File: config.mk
export PLATFORM = sky130hd
export DESIGN_NAME = length_prefix_deframer
export DESIGN_NICKNAME = d
export VERILOG_FILES = /design/src/hw/rtl/lpd_pkg.sv /design/src/hw/rtl/lpd_apb_regs.sv /design/src/hw/rtl/length_prefix_deframer.sv
export SDC_FILE = /design/constraint.sdc
export NUM_CORES = 1
export LEC_CHECK = 0
export ABC_CLOCK_PERIOD_IN_PS = 5300
export BUFFER_PORTS_ARGS = -buffer_cell sky130_fd_sc_hd__buf_2
export CAP_MARGIN = 20
export CELL_PAD_IN_SITES_DETAIL_PLACEMENT = 0
export CELL_PAD_IN_SITES_GLOBAL_PLACEMENT = 1
export CORE_AREA = 2 2 138 140
export CTS_BUF_LIST = sky130_fd_sc_hd__clkbuf_16
export DETAILED_ROUTE_END_ITERATION = 16
export DIE_AREA = 0 0 140 142
export PLACE_DENSITY = 0.83
export RECOVER_POWER = 50
export SYNTH_ARGS = -nofsm -noshare
export SYNTH_HDL_FRONTEND = slang
export SYNTH_SLANG_ARGS = --single-unit
File: constraint.sdc
create_clock -name clk -period 5.3 [get_ports clk]
set_input_delay 0.265 -clock clk [delete_from_list [all_inputs] [get_ports clk]]
set_output_delay 0.265 -clock clk [all_outputs]
set_load 0.01 [all_outputs]
File: src/hw/rtl/lpd_pkg.sv
// Shared types and constants for the length-prefix deframer.
package lpd_pkg;

	localparam int unsigned HdrBytes     = 4;
	localparam int unsigned LenW         = 32;
	localparam int unsigned ByteW        = 8;
	localparam int unsigned PaddrW       = 3;
	localparam int unsigned DataW        = 32;
	localparam logic [LenW-1:0] MaxFrameReset = 32'd4096;

	// register index, taken from paddr[2]
	localparam logic RegMaxFrame = 1'b0;

	typedef enum logic [1:0] {
		PH_HEADER  = 2'd0,
		PH_PAYLOAD = 2'd1,
		PH_ERROR   = 2'd2
	} phase_t;

	typedef struct packed {
		logic             vld;
		logic [ByteW-1:0] data;
		logic             last;
		logic             err;
	} result_t;

endpackage

File: src/hw/rtl/lpd_apb_regs.sv
// APB register block holding the maximum frame length.
module lpd_apb_regs import lpd_pkg::*; (
	input  logic              clk,
	input  logic              arst_n,
	input  logic              psel,
	input  logic              penable,
	input  logic              pwrite,
	input  logic [PaddrW-1:0] paddr,
	input  logic [DataW-1:0]  pwdata,
	output logic [DataW-1:0]  prdata,
	output logic              pready,
	output logic [LenW-1:0]   max_frame_bytes
);

	logic [LenW-1:0] max_frame_q;
	logic            wr_en;

	assign pready = 1'b1;
	assign wr_en  = psel && penable && pwrite && (paddr[2] == RegMaxFrame);

	always_ff @(posedge clk or negedge arst_n) begin
		if (!arst_n) begin
			max_frame_q <= MaxFrameReset;
		end else if (wr_en) begin
			max_frame_q <= pwdata;
		end
	end

	assign prdata          = (paddr[2] == RegMaxFrame) ? max_frame_q : '0;
	assign max_frame_bytes = max_frame_q;

endmodule

File: src/hw/rtl/length_prefix_deframer.sv
// Top level of the length-prefix deframer: header parse, payload pass-through, error lock.
//
// Channel | Direction | Handshake           | Beat payload
// in      | sink      | in_valid/in_stall   | rx_byte
// out     | source    | out_valid/out_stall | payload_byte, frame_end, framing_error
// cfg     | APB slave | psel/penable/pready | max_frame_bytes at byte address 0
//
// One beat per cycle unless stalled; a result appears on the output register the cycle
// after its input beat. Header beats give no result but an error on a bad length; beats
// after an error give none. in_stall is asserted only while the output register is full
// and stalled. Reset clears the phase, header count, length and payload count; a framing
// error holds until reset.
module length_prefix_deframer import lpd_pkg::*; (
	input  logic              clk,
	input  logic              arst_n,
	input  logic              in_valid,
	output logic              in_stall,
	input  logic [ByteW-1:0]  rx_byte,
	output logic              out_valid,
	input  logic              out_stall,
	output logic [ByteW-1:0]  payload_byte,
	output logic              frame_end,
	output logic              framing_error,
	input  logic              psel,
	input  logic              penable,
	input  logic              pwrite,
	input  logic [PaddrW-1:0] paddr,
	input  logic [DataW-1:0]  pwdata,
	output logic [DataW-1:0]  prdata,
	output logic              pready
);

	logic [LenW-1:0] max_frame;

	phase_t          phase_q, phase_nxt;
	logic [1:0]      hdr_cnt_q, hdr_cnt_nxt;
	logic [LenW-1:0] frame_len_q, frame_len_nxt;
	logic [LenW-1:0] pay_cnt_q, pay_cnt_nxt;
	logic [LenW-1:0] len_asm;
	logic [LenW-1:0] cnt_inc;
	result_t         res;

	logic             out_valid_q;
	logic [ByteW-1:0] payload_byte_q;
	logic             frame_end_q;
	logic             framing_error_q;
	logic             accept;

	lpd_apb_regs u_regs (
		.clk             (clk),
		.arst_n          (arst_n),
		.psel            (psel),
		.penable         (penable),
		.pwrite          (pwrite),
		.paddr           (paddr),
		.pwdata          (pwdata),
		.prdata          (prdata),
		.pready          (pready),
		.max_frame_bytes (max_frame)
	);

	assign in_stall = out_valid_q && out_stall;
	assign accept   = in_valid && !in_stall;

	always_comb begin
		len_asm = frame_len_q;
		len_asm[hdr_cnt_q*ByteW +: ByteW] = rx_byte;
		cnt_inc = pay_cnt_q + 1'b1;
	end

	// next state
	always_comb begin
		phase_nxt     = phase_q;
		hdr_cnt_nxt   = hdr_cnt_q;
		frame_len_nxt = frame_len_q;
		pay_cnt_nxt   = pay_cnt_q;
		case (phase_q)
			PH_HEADER: begin
				hdr_cnt_nxt   = hdr_cnt_q + 2'd1;
				frame_len_nxt = len_asm;
				if (hdr_cnt_q == 2'(HdrBytes - 1)) begin
					if (len_asm == '0 || len_asm > max_frame) begin
						phase_nxt = PH_ERROR;
					end else begin
						phase_nxt   = PH_PAYLOAD;
						pay_cnt_nxt = '0;
					end
				end
			end
			PH_PAYLOAD: begin
				pay_cnt_nxt = cnt_inc;
				if (cnt_inc == frame_len_q) begin
					phase_nxt     = PH_HEADER;
					hdr_cnt_nxt   = '0;
					frame_len_nxt = '0;
					pay_cnt_nxt   = '0;
				end
			end
			default: begin
			end
		endcase
	end

	// result for this beat
	always_comb begin
		res = '0;
		case (phase_q)
			PH_HEADER: begin
				if (hdr_cnt_q == 2'(HdrBytes - 1) &&
				    (len_asm == '0 || len_asm > max_frame)) begin
					res.vld = 1'b1;
					res.err = 1'b1;
				end
			end
			PH_PAYLOAD: begin
				res.vld  = 1'b1;
				res.data = rx_byte;
				res.last = (cnt_inc == frame_len_q);
			end
			default: begin
			end
		endcase
	end

	always_ff @(posedge clk or negedge arst_n) begin
		if (!arst_n) begin
			phase_q     <= PH_HEADER;
			hdr_cnt_q   <= '0;
			frame_len_q <= '0;
			pay_cnt_q   <= '0;
			out_valid_q <= 1'b0;
		end else begin
			if (accept) begin
				phase_q     <= phase_nxt;
				hdr_cnt_q   <= hdr_cnt_nxt;
				frame_len_q <= frame_len_nxt;
				pay_cnt_q   <= pay_cnt_nxt;
			end
			if (accept && res.vld) begin
				out_valid_q <= 1'b1;
			end else if (!out_stall) begin
				out_valid_q <= 1'b0;
			end
		end
	end

	always_ff @(posedge clk) begin
		if (accept && res.vld) begin
			payload_byte_q  <= res.data;
			frame_end_q     <= res.last;
			framing_error_q <= res.err;
		end
	end

	assign out_valid     = out_valid_q;
	assign payload_byte  = payload_byte_q;
	assign frame_end     = frame_end_q;
	assign framing_error = framing_error_q;

	a_err_sticky: assert property (@(posedge clk) disable iff (!arst_n)
		phase_q == PH_ERROR |=> phase_q == PH_ERROR)
		else $error("error phase left without reset");

	a_err_result_clean: assert property (@(posedge clk) disable iff (!arst_n)
		out_valid && framing_error |-> payload_byte == '0 && !frame_end)
		else $error("error result carries payload data");

	a_count_below_len: assert property (@(posedge clk) disable iff (!arst_n)
		phase_q == PH_PAYLOAD |-> pay_cnt_q < frame_len_q && frame_len_q <= max_frame
		|| $past(max_frame) != max_frame || pay_cnt_q < frame_len_q)
		else $error("payload count reached frame length inside payload phase");

	a_err_once: assert property (@(posedge clk) disable iff (!arst_n)
		accept && res.vld && res.err |-> phase_nxt == PH_ERROR)
		else $error("error result without entering error phase");

endmodule
==> flow_summary.toml <==
[synthesis]
synth_top_area_cell = "dfrtp_1"
synth.area.top_cells = "dfrtp_1, ha_1, mux2_2, edfxtp_1, nor2_1"
synth_cell_types = 74
synthTopCellsByCount = "dfrtp_1, nor2_1, inv_1"
syn_area_sq_um = 8174
ys_seq_area_share_pct = 34.61
yosys_warnings = 0
netlist.area_leader.share_pct = 30.61
post_synth.cell_area_avg_sq_um = 8.677
ys.flop_type = "dfrtp_1"
synth-edff-count = 10
synth-seq-cells = 111
async_flop_share_pct = 90.99
synth_fp_nets = 1031
synth_most_common_cell = "dfrtp_1"
syn_inst = 942

[grt]
first_global_vias = 6768
grt_pass1_wl_mm = 36.29
grt-ovfl-total = 0
grt_max_degree = 52
antenna_found_initial = 0
track_usage_pct = 23.04

[timing]
fin_skew_ns = 0.008559
slew_headroom_pct = -90.45
min_period_over_period_pct = 83.96
setup_viol_count_final = 0
rsz0062_at_grt = "false"
drv_slew = 119
worst_pin_slew_ns = 2.857
period_minus_slack_ns = 4.450
hold_viol = 0
fmax_ghz = 0.2247
fin_tns_setup_ns = 0

[floorplan]
core-area_sq_um = 18460
dieArea_sq_um = 19880
initial_core_util_pct = 44.29
rows = 50
io_pins = 95
dieHeight_um = 142
die_w_um = 140

[setup_path]
cp_slowest_stage_delay_ns = 0.57
arrival_ns = 4.52
cp_max_fo = 10
cp_data_required_time_ns = 5.37
slowest_stage = "nor2b_1"
worstSetupStartpointType = "flop"
crit_type = "reg2reg"
critical_path.cell_chain = "inv_1 > ha_1 > nor2b_1 > a31oi_1 > inv_1 > ha_1 > nand4_1 > a211oi_1 > o31a_1 > nor3_1 > a22o_1 > a21boi_0 > a21oi_1 > nor2_1 > buf_4"
end_kind = "flop"

[clock_network]
clkLatencyLatePin_ns = 0.37
cts_tree = "yes"
cts-resized-gates = 0
cts_buffer_depth = 2
cts_sinks = 111
cts_made_buffers = 9
root_buffer = "clkbuf_16"
cts.clk_slew.worst_paths_ns = 0.08
cts_max_level = 3

[detailed_routing]
drc = 1
wl_per_cell_um = 18.18
drt_first_pass_iters = 11
drtIter0Drc = 544
routed_via_density = 5.789
via_count = 7115
drt_wl_total_mm = 22.35
ant_nets = 0

[layout]
diodes = 0
finish.utilization_pct = 48.38
stdcell_count = 1229
final_layout_size_suffix_gt1_share_pct = 11.86
syn2layout_area_growth_pct = 9.230
final_nets = 1079
fillCellCount = 1768

[run]
max-cap-violations = 3

[outcome]
violations = "DRC, capacitance limit, slew limit"
status = "complete, but fails checks"

[placed_design]
dp_cells = 1212
place_congestion = 0.8986
io_buffers = 91
dp_hpwl_mm = 16.79

[pwr]
powerDensity_nw_per_um2 = 219.3
ir_drop_uv = 158.9
total_leakage_power_nw = 4.100

[min_path]
hp-class = "in2reg"
-- registers in the layout (all words and copies together), names as in the netlist --
name / cells
payload_byte: 8
u_regs.max_frame_bytes: 32
frame_end: 1
phase_q: 2
hdr_cnt_q: 2
frame_len_q: 32
out_valid: 1
pay_cnt_q: 32
framing_error: 1
-- cells by family after synthesis --
group	Yosys count	synth area share (%)
and+or+nand+nor	398	26.68
AOI/OAI and AO/OA	149	12.37
buffers and inverters	137	7.072
DFF	111	34.61
muxes	62	8.434
xor gates and xnor gates	45	4.822
adders and majority gates	39	5.970
other	1	0.04588
-- final timing paths --
check	from	end	slack, ns	depth (start not counted)
hold reg to reg	u_regs.max_frame_bytes[21]	u_regs.max_frame_bytes[21]	0.51	1
setup / recovery	hdr_cnt_q[0]	framing_error	0.85	15
setup reg to reg	hdr_cnt_q[0]	framing_error	0.85	15
hold / removal	pwdata[5]	u_regs.max_frame_bytes[5]	0.13	2
min in group asynchronous	arst_n	pay_cnt_q[24]	1.37	2
max in group asynchronous	arst_n	frame_len_q[7]	2.06	3
-- worst max-delay path: cells and delay by family (launching register included) --
family	cells	cell delay (ns)
simple gates	4	0.90
flops	1	0.51
buf+inv	3	0.49
fa+ha+maj	2	0.54
compound gates	6	1.71
-- placed cells by master (no fill, tap or decap), types with 39 or more instances in the layout --
cell      instances
dfrtp_1         100
nor2_1           80
inv_1            74
nand2_1          69
nand3_1          48
clkbuf_1         47
nor2b_1          46
nand4_1          46
buf_2            46
a31oi_1          41
ha_1             39
-- power breakdown --
part / total, mW / switching [mW] / internal (mW)
sequential: 0.939 / 0.0270 / 0.912
combinational: 0.326 / 0.195 / 0.130
clock: 0.694 / 0.343 / 0.351
total: 1.96 / 0.565 / 1.39
-- routing by layer --
| layer | part of all wire [%] | GRT usage, % |
|---|---|---|
| met2 | 46 | 36.76 |
| met5 | 0 | 0 |
| met4 | 3.1 | 7.815 |
| met1 | 46 | 31.65 |
| met3 | 5.0 | 4.374 |
-- area by class of cell --
class / instances / area, sq um / share of cell area, %
sequential: 111 / 2829 / 31.68
clock inverter: 6 / 40.04 / 0.4484
timing repair buffer: 101 / 469.2 / 5.255
tap: 234 / 292.8 / 3.279
clock buffer: 10 / 250.2 / 2.803
inverter: 73 / 274.0 / 3.069
multi-input combinational: 694 / 4773 / 53.46
-- metrics by stage --
stage | cell area (sq um) | power (mW) | hold slack [ns] | setup WS (ns)
floorplan | 8174 | 1.164 | -0.03059 | 1.467
global placement | 8697 | 1.280 | 0.3500 | 1.051
detailed placement | 8697 | 1.291 | 0.3547 | 0.9900
CTS | 8997 | 1.985 | 0.1187 | 0.9723
global route | 8929 | 2.056 | 0.1100 | 0.6497
finish | 8929 | 1.958 | 0.1265 | 0.8501
-- timing repair --
item                                    4_1_cts  5_1_grt
hold buffers                                  1        0
setup buffers                                 0        0
endpoints found under the setup margin        0        0
hold endpoints to repair                     50        0
(Power assumes the default switching activity.)
